$ cat src/hw/rtl/assert_macros.svh
// Assertion helpers used by the top-level RTL.
`ifndef ASSERT_MACROS_SVH
`define ASSERT_MACROS_SVH

// Condition must hold in the same cycle as the trigger.
`define ASSERT_SAME(label, clk, rst, trig, cond) \
  label: assert property (@(posedge clk) disable iff (rst) (trig) |-> (cond)) \
    else $error("assertion failed");

// Condition must hold in the cycle after the trigger.
`define ASSERT_NEXT(label, clk, rst, trig, cond) \
  label: assert property (@(posedge clk) disable iff (rst) (trig) |=> (cond)) \
    else $error("assertion failed");

`endif

$ cat src/hw/rtl/rdqg_pkg.sv
`timescale 1ns / 1ps

package rdqg_pkg;

  localparam int MAX_CHANNELS_DEF = 1024;

  localparam int VAL_W    = 24;  // Q8.16 value, error, reference
  localparam int TOL_W    = 23;
  localparam int FRAC_W   = 17;  // 65536 = 1.0
  localparam int FRAC_BITS = 16;
  localparam int SUM_W    = 35;
  localparam int CNT_W    = 11;  // count fields of a result
  localparam int CFG_IDX_W  = 3;
  localparam int CFG_DATA_W = 24;
  localparam int STEP_W   = $clog2(SUM_W);

  localparam logic [CFG_IDX_W-1:0] REG_REFERENCE    = 3'd0;
  localparam logic [CFG_IDX_W-1:0] REG_TOLERANCE    = 3'd1;
  localparam logic [CFG_IDX_W-1:0] REG_FRAC_GOOD    = 3'd2;
  localparam logic [CFG_IDX_W-1:0] REG_FRAC_MEDIUM  = 3'd3;
  localparam logic [CFG_IDX_W-1:0] REG_REQ_OVERLAP  = 3'd4;

  localparam logic [VAL_W-1:0]  RESET_REFERENCE   = 24'd65536;
  localparam logic [TOL_W-1:0]  RESET_TOLERANCE   = 23'd6554;
  localparam logic [FRAC_W-1:0] RESET_FRAC_GOOD   = 17'd58982;
  localparam logic [FRAC_W-1:0] RESET_FRAC_MEDIUM = 17'd45875;

  typedef enum logic [1:0] {
    GRADE_NULL   = 2'd0,
    GRADE_GOOD   = 2'd1,
    GRADE_MEDIUM = 2'd2,
    GRADE_BAD    = 2'd3
  } grade_t;

  typedef enum logic [2:0] {
    REASON_NONE         = 3'd0,
    REASON_NO_VALID     = 3'd1,
    REASON_BELOW_MEDIUM = 3'd2,
    REASON_BELOW_GOOD   = 3'd3,
    REASON_LOW_OVERLAP  = 3'd4
  } reason_t;

  typedef struct packed {
    logic signed [VAL_W-1:0] reference;
    logic [TOL_W-1:0]        tolerance;
    logic [FRAC_W-1:0]       frac_good;
    logic [FRAC_W-1:0]       frac_medium;
    logic                    require_overlap;
  } cfg_regs_t;

  typedef struct packed {
    logic accum;     // take one point into the accumulators
    logic load;      // register threshold products, start divider
    logic div_step;  // one quotient bit
    logic finish;    // load result register, clear accumulators
  } cmd_t;

  typedef struct packed {
    logic out_free;
  } stat_t;

endpackage

$ cat src/hw/rtl/rdqg_ctrl.sv
`timescale 1ns / 1ps

module rdqg_ctrl
  import rdqg_pkg::*;
(
  input  logic clk,
  input  logic rst,
  input  logic in_valid,
  input  logic in_last,
  output logic in_ready,
  input  stat_t stat,
  output cmd_t cmd
);

  typedef enum logic [1:0] {
    S_RUN,
    S_PROD,
    S_DIV,
    S_DONE
  } state_t;

  state_t state;
  logic [STEP_W-1:0] step;

  always_comb begin
    cmd.accum    = in_ready && in_valid;
    cmd.load     = (state == S_PROD);
    cmd.div_step = (state == S_DIV);
    cmd.finish   = (state == S_DONE) && stat.out_free;
  end

  always_ff @(posedge clk) begin
    if (rst) begin
      state    <= S_RUN;
      in_ready <= 1'b1;
      step     <= '0;
    end else begin
      unique case (state)
        S_RUN: begin
          if (in_valid && in_ready && in_last) begin
            state    <= S_PROD;
            in_ready <= 1'b0;
          end
        end
        S_PROD: begin
          step  <= '0;
          state <= S_DIV;
        end
        S_DIV: begin
          if (step == STEP_W'(SUM_W - 1)) begin
            state <= S_DONE;
          end else begin
            step <= step + 1'b1;
          end
        end
        S_DONE: begin
          if (stat.out_free) begin
            state    <= S_RUN;
            in_ready <= 1'b1;
          end
        end
        default: begin
          state    <= S_RUN;
          in_ready <= 1'b1;
        end
      endcase
    end
  end

endmodule

$ cat src/hw/rtl/rdqg_datapath.sv
`timescale 1ns / 1ps

module rdqg_datapath
  import rdqg_pkg::*;
#(
  parameter int MAX_CHANNELS = MAX_CHANNELS_DEF
) (
  input  logic                    clk,
  input  logic                    rst,
  input  cmd_t                    cmd,
  output stat_t                   stat,
  input  cfg_regs_t               cfg,
  input  logic signed [VAL_W-1:0] in_value,
  input  logic signed [VAL_W-1:0] in_error,
  input  logic                    in_not_a_number,
  output logic                    out_valid,
  input  logic                    out_ready,
  output logic [1:0]              out_grade,
  output logic [2:0]              out_reason_code,
  output logic [CNT_W-1:0]        out_valid_count,
  output logic [CNT_W-1:0]        out_inside_count,
  output logic [CNT_W-1:0]        out_overlap_count,
  output logic [VAL_W-1:0]        out_mean_deviation,
  output logic [VAL_W-1:0]        out_max_deviation
);

  localparam int TW = $clog2(MAX_CHANNELS + 1);
  localparam int PW = FRAC_W + TW;

  logic [TW-1:0]    valid_tally;
  logic [TW-1:0]    inside_tally;
  logic [TW-1:0]    overlap_tally;
  logic [SUM_W-1:0] deviation_sum;
  logic [VAL_W-1:0] deviation_peak;

  logic [PW-1:0]    prod_medium;
  logic [PW-1:0]    prod_good;
  logic [SUM_W-1:0] quo;
  logic [TW-1:0]    rem;

  logic             point_ok;
  logic [VAL_W:0]   diff;
  logic [VAL_W-1:0] dev;
  logic [VAL_W:0]   inside_limit;
  logic [SUM_W:0]   sum_next;
  logic [TW:0]      rem_shift;
  logic             rem_ge;

  logic             below_medium;
  logic             below_good;
  logic             overlap_low;
  grade_t           grade_next;
  reason_t          reason_next;
  logic [VAL_W-1:0] mean_next;

  assign stat.out_free = !out_valid || out_ready;

  // Point datapath: |value - reference| and the two window tests.
  always_comb begin
    point_ok = !in_not_a_number && !in_error[VAL_W-1] && (|in_error)
               && (valid_tally < TW'(MAX_CHANNELS));
    diff = {in_value[VAL_W-1], in_value} - {cfg.reference[VAL_W-1], cfg.reference};
    dev  = diff[VAL_W] ? VAL_W'(-diff) : diff[VAL_W-1:0];
    // error is positive here
    inside_limit = {2'b00, cfg.tolerance} + {1'b0, in_error};
    sum_next = {1'b0, deviation_sum} + {{(SUM_W + 1 - VAL_W){1'b0}}, dev};
  end

  // Restoring divider step
  always_comb begin
    rem_shift = {rem, quo[SUM_W-1]};
    rem_ge    = rem_shift >= {1'b0, valid_tally};
  end

  always_comb begin
    below_medium = PW'({inside_tally, {FRAC_BITS{1'b0}}}) < prod_medium;
    below_good   = PW'({inside_tally, {FRAC_BITS{1'b0}}}) < prod_good;
    overlap_low  = PW'({overlap_tally, {FRAC_BITS{1'b0}}}) < prod_good;
    if (valid_tally == '0) begin
      mean_next = '0;
    end else if (|quo[SUM_W-1:VAL_W]) begin
      mean_next = '1;
    end else begin
      mean_next = quo[VAL_W-1:0];
    end
    priority if (valid_tally == '0) begin
      grade_next  = GRADE_NULL;
      reason_next = REASON_NO_VALID;
    end else if (below_medium) begin
      grade_next  = GRADE_BAD;
      reason_next = REASON_BELOW_MEDIUM;
    end else if (below_good) begin
      grade_next  = GRADE_MEDIUM;
      reason_next = REASON_BELOW_GOOD;
    end else if (cfg.require_overlap && overlap_low) begin
      grade_next  = GRADE_MEDIUM;
      reason_next = REASON_LOW_OVERLAP;
    end else begin
      grade_next  = GRADE_GOOD;
      reason_next = REASON_NONE;
    end
  end

  // Accumulators
  always_ff @(posedge clk) begin
    if (rst || cmd.finish) begin
      valid_tally    <= '0;
      inside_tally   <= '0;
      overlap_tally  <= '0;
      deviation_sum  <= '0;
      deviation_peak <= '0;
    end else if (cmd.accum && point_ok) begin
      valid_tally   <= valid_tally + 1'b1;
      deviation_sum <= sum_next[SUM_W] ? '1 : sum_next[SUM_W-1:0];
      if (dev > deviation_peak) begin
        deviation_peak <= dev;
      end
      if ({1'b0, dev} <= inside_limit) begin
        inside_tally <= inside_tally + 1'b1;
      end
      if (dev <= in_error) begin
        overlap_tally <= overlap_tally + 1'b1;
      end
    end
  end

  // Threshold products and divider
  always_ff @(posedge clk) begin
    if (cmd.load) begin
      prod_medium <= cfg.frac_medium * valid_tally;
      prod_good   <= cfg.frac_good * valid_tally;
      quo         <= deviation_sum;
      rem         <= '0;
    end else if (cmd.div_step) begin
      quo <= {quo[SUM_W-2:0], rem_ge};
      rem <= rem_ge ? TW'(rem_shift - {1'b0, valid_tally}) : rem_shift[TW-1:0];
    end
  end

  // Result register
  always_ff @(posedge clk) begin
    if (rst) begin
      out_valid <= 1'b0;
    end else if (cmd.finish) begin
      out_valid <= 1'b1;
    end else if (out_ready) begin
      out_valid <= 1'b0;
    end
  end

  always_ff @(posedge clk) begin
    if (cmd.finish) begin
      out_grade          <= grade_next;
      out_reason_code    <= reason_next;
      out_valid_count    <= CNT_W'(valid_tally);
      out_inside_count   <= CNT_W'(inside_tally);
      out_overlap_count  <= CNT_W'(overlap_tally);
      out_mean_deviation <= mean_next;
      out_max_deviation  <= deviation_peak;
    end
  end

endmodule

$ cat src/hw/rtl/reference_deviation_quality_grader.sv
`timescale 1ns / 1ps

// Grades a set of Q8.16 measurements against a reference level. Points stream
// in one per cycle while tready is high; a point flagged not_a_number (tuser)
// or with error <= 0 is skipped. The point marked tlast closes the set: input
// then stalls while the threshold products are registered, the restoring
// divider forms the mean deviation at one quotient bit per cycle and the result
// is loaded, and longer if the previous result has not yet been taken. A result
// waiting in the output register does not stall a running set. The user writes
// registers through the cfg port only while no set is in flight; not enforced.
`include "assert_macros.svh"

module reference_deviation_quality_grader
  import rdqg_pkg::*;
#(
  parameter int MAX_CHANNELS = MAX_CHANNELS_DEF
) (
  input  logic                  clk,
  input  logic                  rst,
  input  logic                  s_axis_tvalid,
  output logic                  s_axis_tready,
  input  logic [47:0]           s_axis_tdata,  // value[23:0], error[47:24]
  input  logic                  s_axis_tuser,  // not_a_number
  input  logic                  s_axis_tlast,  // last_point
  output logic                  m_axis_tvalid,
  input  logic                  m_axis_tready,
  // grade[1:0], reason_code[4:2], valid_count[15:5], inside_count[26:16],
  // overlap_count[37:27], mean_deviation[61:38], max_deviation[85:62], zero pad
  output logic [87:0]           m_axis_tdata,
  input  logic                  cfg_valid,
  output logic                  cfg_ready,
  input  logic [CFG_IDX_W-1:0]  cfg_index,
  input  logic [CFG_DATA_W-1:0] cfg_data
);

  cfg_regs_t cfg;
  cmd_t      cmd;
  stat_t     stat;

  logic [1:0]       grade;
  logic [2:0]       reason_code;
  logic [CNT_W-1:0] valid_count;
  logic [CNT_W-1:0] inside_count;
  logic [CNT_W-1:0] overlap_count;
  logic [VAL_W-1:0] mean_deviation;
  logic [VAL_W-1:0] max_deviation;

  assign cfg_ready = 1'b1;

  always_ff @(posedge clk) begin
    if (rst) begin
      cfg.reference       <= RESET_REFERENCE;
      cfg.tolerance       <= RESET_TOLERANCE;
      cfg.frac_good       <= RESET_FRAC_GOOD;
      cfg.frac_medium     <= RESET_FRAC_MEDIUM;
      cfg.require_overlap <= 1'b1;
    end else if (cfg_valid && cfg_ready) begin
      unique case (cfg_index)
        REG_REFERENCE:   cfg.reference       <= cfg_data[VAL_W-1:0];
        REG_TOLERANCE:   cfg.tolerance       <= cfg_data[TOL_W-1:0];
        REG_FRAC_GOOD:   cfg.frac_good       <= cfg_data[FRAC_W-1:0];
        REG_FRAC_MEDIUM: cfg.frac_medium     <= cfg_data[FRAC_W-1:0];
        REG_REQ_OVERLAP: cfg.require_overlap <= cfg_data[0];
        default: ;
      endcase
    end
  end

  rdqg_ctrl u_ctrl (
    .clk      (clk),
    .rst      (rst),
    .in_valid (s_axis_tvalid),
    .in_last  (s_axis_tlast),
    .in_ready (s_axis_tready),
    .stat     (stat),
    .cmd      (cmd)
  );

  rdqg_datapath #(
    .MAX_CHANNELS (MAX_CHANNELS)
  ) u_datapath (
    .clk                (clk),
    .rst                (rst),
    .cmd                (cmd),
    .stat               (stat),
    .cfg                (cfg),
    .in_value           (s_axis_tdata[23:0]),
    .in_error           (s_axis_tdata[47:24]),
    .in_not_a_number    (s_axis_tuser),
    .out_valid          (m_axis_tvalid),
    .out_ready          (m_axis_tready),
    .out_grade          (grade),
    .out_reason_code    (reason_code),
    .out_valid_count    (valid_count),
    .out_inside_count   (inside_count),
    .out_overlap_count  (overlap_count),
    .out_mean_deviation (mean_deviation),
    .out_max_deviation  (max_deviation)
  );

  assign m_axis_tdata = {2'b00, max_deviation, mean_deviation, overlap_count,
                         inside_count, valid_count, reason_code, grade};

  `ASSERT_NEXT(a_last_stalls, clk, rst, s_axis_tvalid && s_axis_tready && s_axis_tlast, !s_axis_tready)
  `ASSERT_SAME(a_finish_free, clk, rst, cmd.finish, stat.out_free)
  `ASSERT_SAME(a_accum_alone, clk, rst, cmd.accum, !cmd.load && !cmd.div_step && !cmd.finish)
  `ASSERT_SAME(a_good_no_reason, clk, rst, m_axis_tvalid && (grade == GRADE_GOOD), reason_code == REASON_NONE)

endmodule

$ cat config.mk
export PLATFORM = sky130hd
export DESIGN_NAME = reference_deviation_quality_grader
export DESIGN_NICKNAME = d
export VERILOG_FILES = /design/src/hw/rtl/rdqg_pkg.sv /design/src/hw/rtl/rdqg_ctrl.sv /design/src/hw/rtl/rdqg_datapath.sv /design/src/hw/rtl/reference_deviation_quality_grader.sv
export VERILOG_INCLUDE_DIRS = /design/src /design/src/hw/rtl
export SDC_FILE = /design/constraint.sdc
export NUM_CORES = 2
export LEC_CHECK = 0
export ABC_AREA = 1
export BUFFER_PORTS_ARGS = -buffer_cell sky130_fd_sc_hd__buf_2
export CAP_MARGIN = 20
export CORE_UTILIZATION = 55
export DETAILED_ROUTE_END_ITERATION = 10
export PLACE_DENSITY = 0.72
export SLEW_MARGIN = 20
export SYNTH_ARGS = -nofsm -noshare
export SYNTH_HDL_FRONTEND = slang
export SYNTH_SLANG_ARGS = --single-unit
$ cat constraint.sdc
create_clock -name clk -period 8 [get_ports clk]
set_input_delay 1.2 -clock clk [delete_from_list [all_inputs] [get_ports clk]]
set_output_delay 1.2 -clock clk [all_outputs]
set_load 0.02 [all_outputs]
==> qor_table.md <==
| Step | Metric | This run |
| --- | --- | --- |
| worst setup path | Largest stage delay, worst path | 750 ps |
| clock tree | Number of sinks on the clock net | 372 |
| flow run | Max-cap check violation count | 0 |
| clock tree | Num CTS Buffers | 43 |
| drt | Remaining design rule violation count | 0 |
| worst setup path | Critical path capture point type | register |
| worst setup path | Type of origin of the critical path | input port |
| worst setup path | Arrival time of the worst setup path | 6580 ps |
| grt | Via count of the first global-routing pass | 27400 |
| timing | Max-slew violation count | 0 |
| drt | Detail-routed via count per cell | 5.41 |
| layout | Number of antenna diodes | 0 |
| die | Die extent in y | 249 um |
| clock tree | CTS HTree Levels | 2 |
| layout | Nets | 5043 |
| drt | Antenna Nets Post-Route | 0 |
| clock tree | Maximum buffer depth of the clock tree | 3 |
| drt | Post-detailed-route wirelength per cell | 16.9 um |
| clock tree | Clk_lat worst skew | 590 ps |
| synth | Library cells used by synthesis | 55 |
| timing | Worst slew margin relative to its limit | 29.1% |
| layout | Area Growth Syn to Fin | 8.88% |
| timing | Endpoints failing setup | 0 |
| timing | RSZ-0062 raised after global routing | no |
| layout | Most frequent standard cell in the layout excluding fill and tap cells | nand2_1 |
| timing | Skew final | 19.9 ps |
| drt | Vias after detailed routing | 28000 |
| synth | Share of synthesized registers carrying an async set or reset | 0% |
| timing | Sum of negative setup slack | 0 ps |
| placed design | Last weighted congestion value of the routability-driven placer | 0.995 |
| die | I/O pin total | 173 |
| power and ir drop | Power density cells | 185 nW/um2 |
| worst setup path | Maximum fanout along the worst path | 28 |
| timing | Slew @ Worst Pin | 1060 ps |
| die | Core region area | 60200 um2 |
| placed design | Port buffer count | 169 |
| worst setup path | Critical path class | input port to register |
| worst setup path | Worst path required time | 8450 ps |
| power and ir drop | Worst-case vdd ir drop | 176 uV |
| synth | Count of yosys warnings during synthesis | 0 |
| clock tree | Number of cells upsized or downsized after cts | 0 |
| worst setup path | Critical-path top delay cell | clkinv_1 |
| clock tree | Hold-fix buffers at CTS | 0 |
| grt | All-Layer GR Usage | 28.8% |
| run status | Outcome | completed |
| power and ir drop | Reported leakage power | 18.9 nW |
| die | Initial core utilization | 55.6% |
| clock tree | CTS Root Cell | clkbuf_16 |
| die | Floorplan die area | 61900 um2 |
| synth | Mean post-synth cell area | 7.87 um2 |
| synth | Gate Count Post-Synth | 4259 |
| grt | Overflow left after global routing | 0 |
| synth | Sequential fraction of the synthesis area | 27.5% |
| drt | TritonRoute pass-1 iters | 5 |
| drt | Initial drt markers | 2101 |
| layout | Layout cell share with drive strength beyond 1 | 7.47% |
| clock tree | CTS tree | done |
| grt | First-pass GRT wire length | 142 mm |
| layout | Filler instances | 5365 |
| clock tree | Clock Pin Slew Worst Setup and Hold Paths | 60 ps |
| die | Horizontal extent of the die | 249 um |
| synth | Cell area after technology mapping | 33500 um2 |
| power and ir drop | PnR Total Power | 0.00674 W |
| timing | Hold Violations, Final | 0 |
| clock tree | Post CTS Setup Buffer Count | 0 |
| grt | Number of antenna violations at the first check in global routing | 1 |
| grt | Largest net degree at the start of global routing | 84 |
| worst hold path | Class of the most critical hold timing path | register to register |
| timing | Achievable frequency | 0.163 GHz |
| synth | Post-synth top flop | dfxtp_1 |
| worst setup path | Most frequent cell on the critical path | nand2_1 |
| drt | Post-detailed-routing wire length | 87.4 mm |
| timing | Final min period | 6130 ps |
| die | Row count | 90 |
| layout | Highest-count cells in the layout ignoring fill and taps | 1050 x nand2_1, 770 x inv_1, 331 x ha_1, 311 x a21oi_1, 272 x fa_1 |
| synth | Number of enable flip-flop cells after synthesis | 177 |
| placed design | Post-detailed-placement half-perimeter wirelength | 69.2 mm |
| timing | Final period util | 76.6% |
| synth | Number of synthesized register bits | 372 |
## registers in the layout (all words and copies together) (netlist names)
name                           cells
u_datapath.deviation_sum          35
u_ctrl.step                        6
u_datapath.out_reason_code         3
u_datapath.out_overlap_count      11
u_datapath.deviation_peak         24
cfg                               82
u_datapath.prod_good              28
u_datapath.out_max_deviation      24
u_datapath.rem                    11
u_datapath.quo                    35
u_datapath.out_valid               1
u_datapath.out_mean_deviation     24
u_datapath.out_valid_count        11
u_ctrl.in_ready                    1
u_ctrl.state                       2
u_datapath.prod_medium            28
u_datapath.overlap_tally          11
u_datapath.inside_tally           11
u_datapath.valid_tally            11
u_datapath.out_grade               2
u_datapath.out_inside_count       11
## worst max-delay path, delay by kind of cell
kind / cells / cell delay (ps)
fa+ha+maj: 3 / 970
compound gates: 4 / 770
simple gates: 18 / 2560
buf+inv: 5 / 1070
## synth_stat cells (4+ instances only)
cell,instances,share of area (%)
a211oi_1,11,0.25
a21o_1,8,0.18
a21oi_1,311,4.6
a21oi_2,5,0.13
a221oi_1,4,0.10
a31oi_1,15,0.28
buf_1,13,0.15
buf_2,8,0.12
clkbuf_1,121,1.4
dfxtp_1,195,12
edfxtp_1,177,16
fa_1,272,16
ha_1,332,12
inv_1,773,8.7
inv_2,6,0.067
nand2_1,1050,12
nand2_2,18,0.34
nand3_1,166,2.5
nand3_2,5,0.15
nand3b_1,7,0.16
nand4_1,44,0.82
nor2_1,202,2.3
nor2_2,5,0.093
nor3_1,48,0.72
nor4_1,16,0.30
o211ai_1,10,0.22
o21a_1,9,0.20
o21ai_0,229,3.4
o21ai_1,10,0.15
o21ai_2,4,0.10
o21bai_1,12,0.27
o221ai_1,5,0.13
xnor2_1,53,1.4
xor2_1,80,2.1
## kinds of logic after synthesis
group,count (synthesis),synth area share (%)
flip-flops,372,27.5
AND/OR/NAND/NOR,1579,19.5
adder cells (fa/ha/maj),604,28.7
XOR/XNOR,133,3.48
other,2,0.0224
AO/OA/AOI/OAI,641,10.3
buffers and inverters,928,10.5
## per-layer routing
layer	track usage, %	wire [um]	up-vias
met4	9.12	2580	2
li1	-	-	13800
met3	4.81	6710	147
met1	39.3	38600	13200
met2	46.7	39600	869
met5	0	11	-
## power breakdown
group,internal (W),switching [W]
Clock,0.00120,0.000828
Combinational,0.000688,0.00146
Sequential,0.00241,0.000162
Total,0.00429,0.00245
## final cells by class
cell class,count,area (um2),area share (%)
multi-input cells,2960,20800,57.0
flip-flops and latches,372,9220,25.3
inverters,781,2930,8.04
clock buffers,60,1240,3.41
repair buffers,199,1080,2.97
well taps,782,978,2.68
clock inverters,20,239,0.655
## metrics by stage
stage               util [%]  worst slack [ps]  instance area, um2  hold WS (ps)  cells
floorplan                  -              2590               33500           403   4260
global placement        58.1              1570               35000           415   5094
detailed placement      58.1              1410               35000           421   5094
CTS                     60.5              1960               36500           437   5174
global route            60.5              1250               36500           444   5174
finish                  60.5              1870               36500           438   5174
## final timing paths
check                               endpoint  slack, ps                    startpoint  cells past startpoint
min          u_datapath.out_max_deviation[8]        440  u_datapath.deviation_peak[8]                      0
max            u_datapath.deviation_peak[22]       1870               s_axis_tdata[0]                     30
max reg2reg       u_datapath.prod_medium[25]       1950     u_datapath.valid_tally[4]                     20
min reg2reg  u_datapath.out_max_deviation[8]        440  u_datapath.deviation_peak[8]                      0
Power figures use the tool's default switching activity.
